===== src/rtl/core/spe2d_pkg.sv =====
// Shared types and constants of the 2-D sinusoidal position encoder.
// Holds the item packet that moves down the cell chain, the fixed-point
// constants and the reciprocal tables used by the series cells.
package spe2d_pkg;

  localparam int IDX_W    = 10;
  localparam int FEAT_W   = 8;
  localparam int SIZE_W   = 11;
  localparam int NF_W     = 9;
  localparam int CFG_IDX_W = 2;

  localparam logic [SIZE_W-1:0] MAX_GRID   = 11'd1024;
  localparam logic [NF_W-1:0]   MAX_FEATS  = 9'd256;
  localparam logic [SIZE_W-1:0] RST_HEIGHT = 11'd64;
  localparam logic [SIZE_W-1:0] RST_WIDTH  = 11'd64;
  localparam logic [NF_W-1:0]   RST_FEATS  = 9'd128;

  localparam logic [CFG_IDX_W-1:0] CFG_GRID_HEIGHT = 2'd0;
  localparam logic [CFG_IDX_W-1:0] CFG_GRID_WIDTH  = 2'd1;
  localparam logic [CFG_IDX_W-1:0] CFG_FEATS       = 2'd2;

  localparam logic [35:0] LOG2_TENK_Q32 = 36'd57070290109;
  localparam logic [29:0] LN2_Q30       = 30'd744261118;
  localparam logic [30:0] HALF_PI_Q30   = 31'd1686629713;
  localparam logic [30:0] ONE_Q30       = 31'h4000_0000;

  localparam int E_STEPS     = 36;
  localparam int PH_STEPS    = 33;
  localparam int EXP_TERMS   = 14;
  localparam int SIN_TERMS   = 8;
  localparam int RECIP_SHIFT = 42;

  // One restoring division lane: partial remainder, dividend bits still to
  // shift in (MSB first) and the quotient built so far.
  typedef struct packed {
    logic [10:0] rem;
    logic [43:0] num;
    logic [35:0] quo;
  } div_t;

  // One series lane: current term, the factor applied per term, running sum.
  typedef struct packed {
    logic [33:0]        term;
    logic [31:0]        mul;
    logic signed [35:0] sum;
  } ser_t;

  // Lane 0 carries the row axis, lane 1 the column axis.
  typedef struct packed {
    logic             invalid;
    logic             odd;
    logic [IDX_W-1:0] row;
    logic [IDX_W-1:0] col;
    logic [3:0]       n;
    logic [30:0]      freq;
    logic [1:0]       neg;
    div_t [1:0]       dv;
    ser_t [1:0]       sr;
  } pkt_t;

  // ceil(2^42 / k) for the exp series divisors k = 1..14.
  localparam logic [42:0] EXP_RECIP [EXP_TERMS] = '{
    43'(((64'd1 << 42) + 64'd0)  / 64'd1),
    43'(((64'd1 << 42) + 64'd1)  / 64'd2),
    43'(((64'd1 << 42) + 64'd2)  / 64'd3),
    43'(((64'd1 << 42) + 64'd3)  / 64'd4),
    43'(((64'd1 << 42) + 64'd4)  / 64'd5),
    43'(((64'd1 << 42) + 64'd5)  / 64'd6),
    43'(((64'd1 << 42) + 64'd6)  / 64'd7),
    43'(((64'd1 << 42) + 64'd7)  / 64'd8),
    43'(((64'd1 << 42) + 64'd8)  / 64'd9),
    43'(((64'd1 << 42) + 64'd9)  / 64'd10),
    43'(((64'd1 << 42) + 64'd10) / 64'd11),
    43'(((64'd1 << 42) + 64'd11) / 64'd12),
    43'(((64'd1 << 42) + 64'd12) / 64'd13),
    43'(((64'd1 << 42) + 64'd13) / 64'd14)
  };

  // ceil(2^42 / (2k(2k+1))) for the sine series, k = 1..8.
  localparam logic [42:0] SIN_RECIP [SIN_TERMS] = '{
    43'(((64'd1 << 42) + 64'd5)   / 64'd6),
    43'(((64'd1 << 42) + 64'd19)  / 64'd20),
    43'(((64'd1 << 42) + 64'd41)  / 64'd42),
    43'(((64'd1 << 42) + 64'd71)  / 64'd72),
    43'(((64'd1 << 42) + 64'd109) / 64'd110),
    43'(((64'd1 << 42) + 64'd155) / 64'd156),
    43'(((64'd1 << 42) + 64'd209) / 64'd210),
    43'(((64'd1 << 42) + 64'd271) / 64'd272)
  };

endpackage


===== src/rtl/core/spe2d_div_cell.sv =====
// One restoring division step on both lanes of the item packet.
// Depends on spe2d_pkg for the packet type.
module spe2d_div_cell (
  input  logic                        clk,
  input  logic                        rst_n,
  input  logic                        en,
  input  logic                        in_vld,
  input  spe2d_pkg::pkt_t             in_pkt,
  input  logic [1:0][10:0]            divisor,
  output logic                        out_vld,
  output spe2d_pkg::pkt_t             out_pkt
);

  logic            vld_r;
  spe2d_pkg::pkt_t pkt_r;
  spe2d_pkg::pkt_t pkt_nxt;

  always_comb begin
    logic [11:0] rem2;
    logic        ge;
    pkt_nxt = in_pkt;
    for (int l = 0; l < 2; l++) begin
      rem2 = {in_pkt.dv[l].rem, in_pkt.dv[l].num[43]};
      ge   = rem2 >= {1'b0, divisor[l]};
      pkt_nxt.dv[l].rem = ge ? 11'(rem2 - {1'b0, divisor[l]}) : rem2[10:0];
      pkt_nxt.dv[l].num = {in_pkt.dv[l].num[42:0], 1'b0};
      pkt_nxt.dv[l].quo = {in_pkt.dv[l].quo[34:0], ge};
    end
  end

  always_ff @(posedge clk) begin
    if (!rst_n) begin
      vld_r <= 1'b0;
    end else if (en) begin
      vld_r <= in_vld;
    end
  end

  always_ff @(posedge clk) begin
    if (en) begin
      pkt_r <= pkt_nxt;
    end
  end

  assign out_vld = vld_r;
  assign out_pkt = pkt_r;

endmodule


===== config.mk =====
export PLATFORM = sky130hd
export DESIGN_NAME = spe2d_div_cell
export DESIGN_NICKNAME = d
export VERILOG_FILES = /design/src/rtl/core/spe2d_pkg.sv /design/src/rtl/core/spe2d_div_cell.sv
export SDC_FILE = /design/constraint.sdc
export NUM_CORES = 1
export LEC_CHECK = 0
export ABC_AREA = 1
export BUFFER_PORTS_ARGS = -buffer_cell sky130_fd_sc_hd__buf_2
export CAP_MARGIN = 20
export CORE_AREA = 2 2 356 358
export DETAILED_ROUTE_END_ITERATION = 10
export DIE_AREA = 0 0 358 360
export GPL_TIMING_DRIVEN = 0
export PLACE_DENSITY = 0.41
export SYNTH_ARGS = -nofsm -noshare
export SYNTH_HDL_FRONTEND = slang
export SYNTH_SLANG_ARGS = --single-unit

===== constraint.sdc =====
create_clock -name clk -period 6.7 [get_ports clk]
set_input_delay 2.01 -clock clk [delete_from_list [all_inputs] [get_ports clk]]
set_output_delay 2.01 -clock clk [all_outputs]
set_load 0.005 [all_outputs]

==> results_dict.tcl, run 1 <==
set metrics [dict create \
    mostFrequentLayoutCells "buf_2 (913), edfxtp_1 (443), nand2_1 (109), inv_1 (71), clkbuf_16 (56)" \
    first_iter_violations 682 \
    net-switching-power_uw 1760 \
    critical_path.startpoint_type "register" \
    wl_per_cell_um 19.8 \
    grt_setup_unrepaired "no" \
    hold-worst-slack_ns 0.539 \
    drt_drc_violations_left 0 \
    origin_of_the_worst_setup_path "out_pkt[38]" \
    port-buffer-count 912 \
    worst_path_max_delay_cell "edfxtp_1" \
    cts_made_buffers 55 \
    power.switching_fraction_pct 24.6 \
    postSynthAreaPerCell_um2 19.6 \
    dieWidth_um 358 \
    fmaxAchievable_ghz 0.300 \
    first_global_vias 10900 \
    netlist_instances 780 \
    max_cap_viol_count 0 \
    grt_start_max_net_pins 112 \
    timing.final.max_slew_violations 0 \
    post_synth_mux_area_share_pct 0 \
    netlist_area_um2 15300 \
    min_from "out_vld" \
    boundaryPins 917 \
    worst_path_dominant_cell_family "flip-flops" \
    tns_ns 0 \
    synth-adder-area-share_pct 2.07 \
    ir_worst_vdd_mv 0.179 \
    flow.area_growth_from_synthesis_pct 56.3 \
    yosysWarnings 0 \
    power.static_leakage_uw 0.0101 \
    globalRouteTotalUtil_pct 10.1 \
    cts_root_buffer "clkbuf_16" \
    grt_first_pass_wirelength_mm 88.3 \
    grt_overflow_total 0 \
    synth_xor_area_share_pct 0.344 \
    final_antenna_net_count 0 \
    cts_tree "built" \
    worst_setup_hold_path_clk_slew_ns 0.06 \
    fin_worst_skew_ns 0 \
    clock-sinks 444 \
    final_layout_size_suffix_gt1_share_pct 58.4 \
    max_stage_delay_ns 0.48 \
    synth_top_family_by_area "simple AND/OR/NAND/NOR gates" \
    core_area_um2 125000 \
    combPwrFrac_pct 10.0 \
    setup-violations-final 0 \
    final_period_minus_worst_setup_slack_ns 3.34 \
    min-delay-path-class "reg2reg" \
    routed_via_density 3.10 \
    worstSetupPathType "reg2out" \
    power.internal_uw 5400 \
    detailedRoute.firstPassIterationCount 5 \
    worst_path_bufs_invs 1 \
    yosys_register_bits 444 \
    synth.yosys.seq_area_share_pct 87.3 \
    total_via_count_in_the_routed_design 10700 \
    power.total_uw 7160 \
    worstPathArrival_ns 1.33 \
    final_common_cell "buf_2" \
    gp_congestion 0.874 \
    p_clk_share_pct 42.6 \
    cts_hold_fix_bufs 0 \
    num_rows 130 \
    yosys.area_share.simple_pct 7.18 \
    power_density_nw_per_um2 300 \
    place.detailed.hpwl_mm 55.4 \
    insertion_delay_ns 0.63 \
    postLayoutCoreUtil_pct 19.1 \
    crit_required_ns 4.69 \
    final.period_utilization_pct 49.8 \
    regToRegStartpoint "out_vld" \
    finalWirelength_mm 68.4 \
    max_slew_margin_pct 50.3 \
    ctsResizeCount 0 \
    sequential_group_share_of_total_power_pct 47.4 \
    critical_path.endpoint_type "output pin" \
    design.final.nets 2249 \
    worstMarginPinSlew_ns 0.746 \
    synth-compound-area-share_pct 0.779 \
    path_max_fanout 1 \
    run_status "completed" \
    number_of_levels_in_the_clock_h_tree 2 \
    postCtsSetupRepairBufs 0 \
    max-clock-path-buffers 3 \
    hold_viol_final 0 \
    grt_antenna_before_repair 29 \
    die_y_um 360 \
    crit_chain "buf_2" \
    yosys.cell_types.count 32 \
    floorplan.die_area_um2 129000 \
    floorplan.initialDensity_pct 12.2 \
]
==> metrics by stage <==
step	cells	instance area [um^2]	setup slack, ns
2_1_floorplan	781	15300	3.16
3_3_place_gp	3343	21900	-4.06
3_5_place_dp	3347	22000	2.70
5_1_grt	3448	23800	3.27
6_report	3452	23800	3.36
4_1_cts	3447	23800	3.25
==> worst min-delay path: cells and delay by family (launching register included) <==
family	cells	cell delay [ns]
DFF	1	0.31
AOI/OAI and AO/OA	2	0.19
==> cell families after synthesis <==
kind of cell	count (synthesis)
AO/OA/AOI/OAI	20
other	1
flip-flops	444
XOR/XNOR	6
AND/OR/NAND/NOR	204
adder cells (fa/ha/maj)	24
buffers and inverters	81
==> final timing paths <==
check                      to  depth (start not counted)  slack (ns)
hold / removal        out_vld                          2        0.54
hold reg to reg       out_vld                          2        0.54
setup reg to reg      out_vld                          2        6.05
setup / recovery  out_pkt[38]                          1        3.36
==> per-layer routing <==
layer | vias to the layer above | global-route usage (%) | share of wire, % | routed length [um]
met5 | - | 0.528 | 0.16 | 110
met4 | 18 | 3.27 | 2.7 | 1870
met3 | 94 | 5.13 | 12 | 8010
met2 | 591 | 16.7 | 48 | 32800
met1 | 5144 | 11.0 | 38 | 25700
li1 | 4857 | - | - | -
==> synthesized netlist by cell type <==
master    number  area share, %
edfxtp_1     443             87
nand2_1      109            2.7
inv_1         71            1.7
ha_1          22            1.8
nand4_1       18           0.74
nand3_1       14           0.46
nand3_2       14           0.92
nor2_1        14           0.34
nand2_2        9           0.37
nand3b_1       8           0.39
a21oi_1        7           0.23
o21ai_0        5           0.16
inv_2          4          0.098
nor2_2         4           0.16
nor2_4         4           0.30
xor2_1         4           0.23
o21ai_1        3          0.098
o21ai_2        3           0.17
a21oi_2        2           0.11
buf_12         2           0.26
buf_2          2          0.066
buf_4          2          0.098
fa_1           2           0.26
nand2_4        2           0.15
nand3_4        2           0.23
nand4_4        2           0.28
or2_1          2          0.082
xnor2_1        2           0.11
and2_0         1          0.041
and2_1         1          0.041
conb_1         1          0.025
dfxtp_1        1           0.13
==> registers in the layout (all words and copies together) (netlist names) <==
register and cells:
out_pkt 443, out_vld 1
==> final cells by class <==
| type | count | area (um^2) |
|---|---|---|
| Inverter | 75 | 282 |
| Multi-Input combinational cell | 256 | 1590 |
| Sequential cell | 444 | 13300 |
| Tap cell | 1650 | 2060 |
| Timing Repair Buffer | 916 | 4680 |
| Clock inverter | 33 | 382 |
| Buffer | 6 | 65.1 |
| Clock buffer | 67 | 1440 |
| Fill cell | 13700 | 101000 |
| Antenna cell | 5 | 12.5 |
==> power groups by stage <==
stage	sequential (uW)	clock (uW)	combinational [uW]
after global routing	3420	3290	789
after global placement	3490	0	739
after detailed placement	3450	0	742
final	3390	3050	715
after CTS	3400	3200	744
after floorplan	3470	0	140
Power figures use the tool's default switching activity.
==> run 2, diff against run 1 <==
--- a/config.mk
+++ b/config.mk
@@ -5,14 +5,14 @@
 export SDC_FILE = /design/constraint.sdc
 export NUM_CORES = 1
 export LEC_CHECK = 0
-export ABC_AREA = 1
+export ABC_AREA = 0
 export BUFFER_PORTS_ARGS = -buffer_cell sky130_fd_sc_hd__buf_2
 export CAP_MARGIN = 20
-export CORE_AREA = 2 2 356 358
+export CORE_AREA = 2 2 358 360
 export DETAILED_ROUTE_END_ITERATION = 10
-export DIE_AREA = 0 0 358 360
+export DIE_AREA = 0 0 360 362
 export GPL_TIMING_DRIVEN = 0
-export PLACE_DENSITY = 0.41
+export PLACE_DENSITY = 0.4
 export SYNTH_ARGS = -nofsm -noshare
 export SYNTH_HDL_FRONTEND = slang
 export SYNTH_SLANG_ARGS = --single-unit
==> constraint.sdc (replaced) <==
create_clock -name clk -period 3.4 [get_ports clk]
set_input_delay 1.02 -clock clk [delete_from_list [all_inputs] [get_ports clk]]
set_output_delay 1.02 -clock clk [all_outputs]
set_load 0.005 [all_outputs]
==> results_dict.tcl, run 2 <==
set metrics [dict create \
    grt_antenna_before_repair 31 \
    power_density_nw_per_um2 599 \
    wl_per_cell_um 19.5 \
    design.final.nets 2093 \
    cts_root_buffer "clkbuf_16" \
    critical_path.endpoint_type "register" \
    worst_setup_hold_path_clk_slew_ns 0.06 \
    port-buffer-count 912 \
    cts_hold_fix_bufs 0 \
    floorplan.die_area_um2 130000 \
    route.top_layer_used "met5" \
    run_status "completed" \
    final.period_utilization_pct 91.3 \
    max_slew_margin_pct 53.1 \
    fin_cells 3305 \
    min_from "out_vld" \
    first_global_vias 10000 \
    synth_top_area_cell "edfxtp_1" \
    synth-edff-count 443 \
    synth.yosys.seq_area_share_pct 90.5 \
    fillers 13900 \
    floorplan.initialDensity_pct 11.6 \
    timing.final.max_slew_violations 0 \
    yosys_register_bits 444 \
    place.detailed.hpwl_mm 52.0 \
    netlist_area_um2 14700 \
    yosys.cell_types.count 39 \
    min-delay-path-class "reg2reg" \
    grt_first_pass_wirelength_mm 82.8 \
    finalWirelength_mm 64.3 \
    clock-sinks 444 \
    placed_cells 3203 \
    core_area_um2 127000 \
    area.sequential_um2 13300 \
    ctsResizeCount 0 \
    synthMostInstantiatedCell "edfxtp_1" \
    grt_setup_unrepaired "no" \
    tns_ns 0 \
    setup-violations-final 0 \
    max_cap_viol_count 0 \
    dr_wl_met3_mm 9.09 \
    worstSetupPathType "in2reg" \
    die_y_um 362 \
    regToRegStartpoint "out_vld" \
    ir_worst_vdd_mv 0.432 \
    globalRouteTotalUtil_pct 9.30 \
    grt_start_max_net_pins 118 \
    cts_made_buffers 55 \
    synth_commonest_cells "edfxtp_1 (443), inv_1 (27), ha_1 (22)" \
    worstPathArrival_ns 3.49 \
    routed_via_density 2.96 \
    timing.reg2reg.setup_slack_ns 2.81 \
    detailedRoute.firstPassIterationCount 4 \
    gp_congestion 0.784 \
    wire_length_on_met1_mm 22.8 \
    worstMarginPinSlew_ns 0.703 \
    cts_tree "built" \
    fmaxAchievable_ghz 0.322 \
    power.static_leakage_uw 0.00960 \
    yosysWarnings 0 \
    flow.area_growth_from_synthesis_pct 58.3 \
    final_period_minus_worst_setup_slack_ns 3.11 \
    total_via_count_in_the_routed_design 9781 \
    synth_largest_type_area_fraction_pct 90.4 \
    critical_path.startpoint_type "input port" \
    path_max_fanout 10 \
    num_rows 131 \
    power.total_uw 14000 \
    share_of_synthesized_flip_flops_with_an_asynchronous_set_or_reset_pct 0 \
    postSynthAreaPerCell_um2 23.6 \
    netlist_instances 624 \
    wl_met2_mm 30.8 \
    insertion_delay_ns 0.63 \
    postCtsSetupRepairBufs 0 \
    grt_overflow_total 0 \
    area_of_combinational_cells_with_multiple_inputs_um2 1250 \
    boundaryPins 917 \
    max-clock-path-buffers 3 \
    hold_viol_final 0 \
    number_of_levels_in_the_clock_h_tree 2 \
    first_iter_violations 571 \
    origin_of_the_worst_setup_path "in_pkt[283]" \
    postSynth.topFlopCell "edfxtp_1" \
    fin_worst_skew_ns 0 \
    final_antenna_net_count 0 \
    largest_reg_flops 443 \
    mostFrequentLayoutCells "buf_2 (912), edfxtp_1 (443), clkbuf_16 (55), inv_1 (27), ha_1 (22)" \
    final_common_cell "buf_2" \
    dieWidth_um 360 \
    cell_types_occupying_the_most_area_after_synthesis "edfxtp_1 (90%), ha_1 (1.9%), mux2_4 (0.71%), inv_1 (0.69%), a21oi_1 (0.54%)" \
    crit_required_ns 3.78 \
    final_layout_size_suffix_gt1_share_pct 62.2 \
    drt_drc_violations_left 0 \
]
-- run 2: cells by family after synthesis --
logic type | after synthesis | share of synthesized area [%]
other | 1 | 0.0255
xor gates and xnor gates | 15 | 0.893
buffers and inverters | 32 | 1.01
AOI/OAI and AO/OA | 48 | 2.24
DFF | 444 | 90.5
muxes | 24 | 1.96
and+or+nand+nor | 36 | 1.19
adders and majority gates | 24 | 2.14
-- run 2: worst paths after layout --
path	cells after the start	endpoint
worst max-delay path	11	out_pkt[284]
worst max register to register	2	out_vld
worst min register to register	2	out_vld
worst min-delay path	2	out_vld
-- run 2: layer usage --
| layer | vias to the layer above | GRT usage [%] |
|---|---|---|
| met2 | 571 | 15.3 |
| met5 | - | 0 |
| met1 | 4654 | 9.83 |
| met3 | 101 | 5.71 |
| li1 | 4429 | - |
| met4 | 26 | 2.80 |
-- run 2: critical path, cell delays in order --
cell and delay, ns:
buf_2 0.08, inv_1 0.09, ha_1 0.24, fa_1 0.40, nand2b_1 0.18, a21oi_2 0.25
a41o_1 0.16, a21oi_2 0.08, o31ai_4 0.37, buf_12 0.20, mux2i_1 0.40
-- run 2: stage by stage --
step           utilization, %  hold WS, ns  setup WS, ns  cell area (um^2)
2_1_floorplan               -        0.507         0.192             14700
3_3_place_gp             16.9        0.498         -6.28             21400
3_5_place_dp             17.0        0.510        -0.506             21500
4_1_cts                  18.4        0.464         0.203             23300
5_1_grt                  18.4        0.482         0.211             23300
6_report                 18.4        0.523         0.295             23300
-- run 2: final cells by class --
| type | instances | share of cell area, % |
|---|---|---|
| Inverter | 27 | 0.435 |
| Clock buffer | 65 | 6.07 |
| Antenna cell | 2 | 0.0215 |
| Buffer | 5 | 0.204 |
| Multi-Input combinational cell | 149 | 5.36 |
| Tap cell | 1662 | 8.93 |
| Timing Repair Buffer | 916 | 20.1 |
| Sequential cell | 444 | 57.2 |
| Clock inverter | 35 | 1.69 |
-- run 2: where the power goes --
part | internal (uW) | switching (uW)
logic | 622 | 715
clock network | 3450 | 2500
registers | 6540 | 138
total | 10600 | 3350
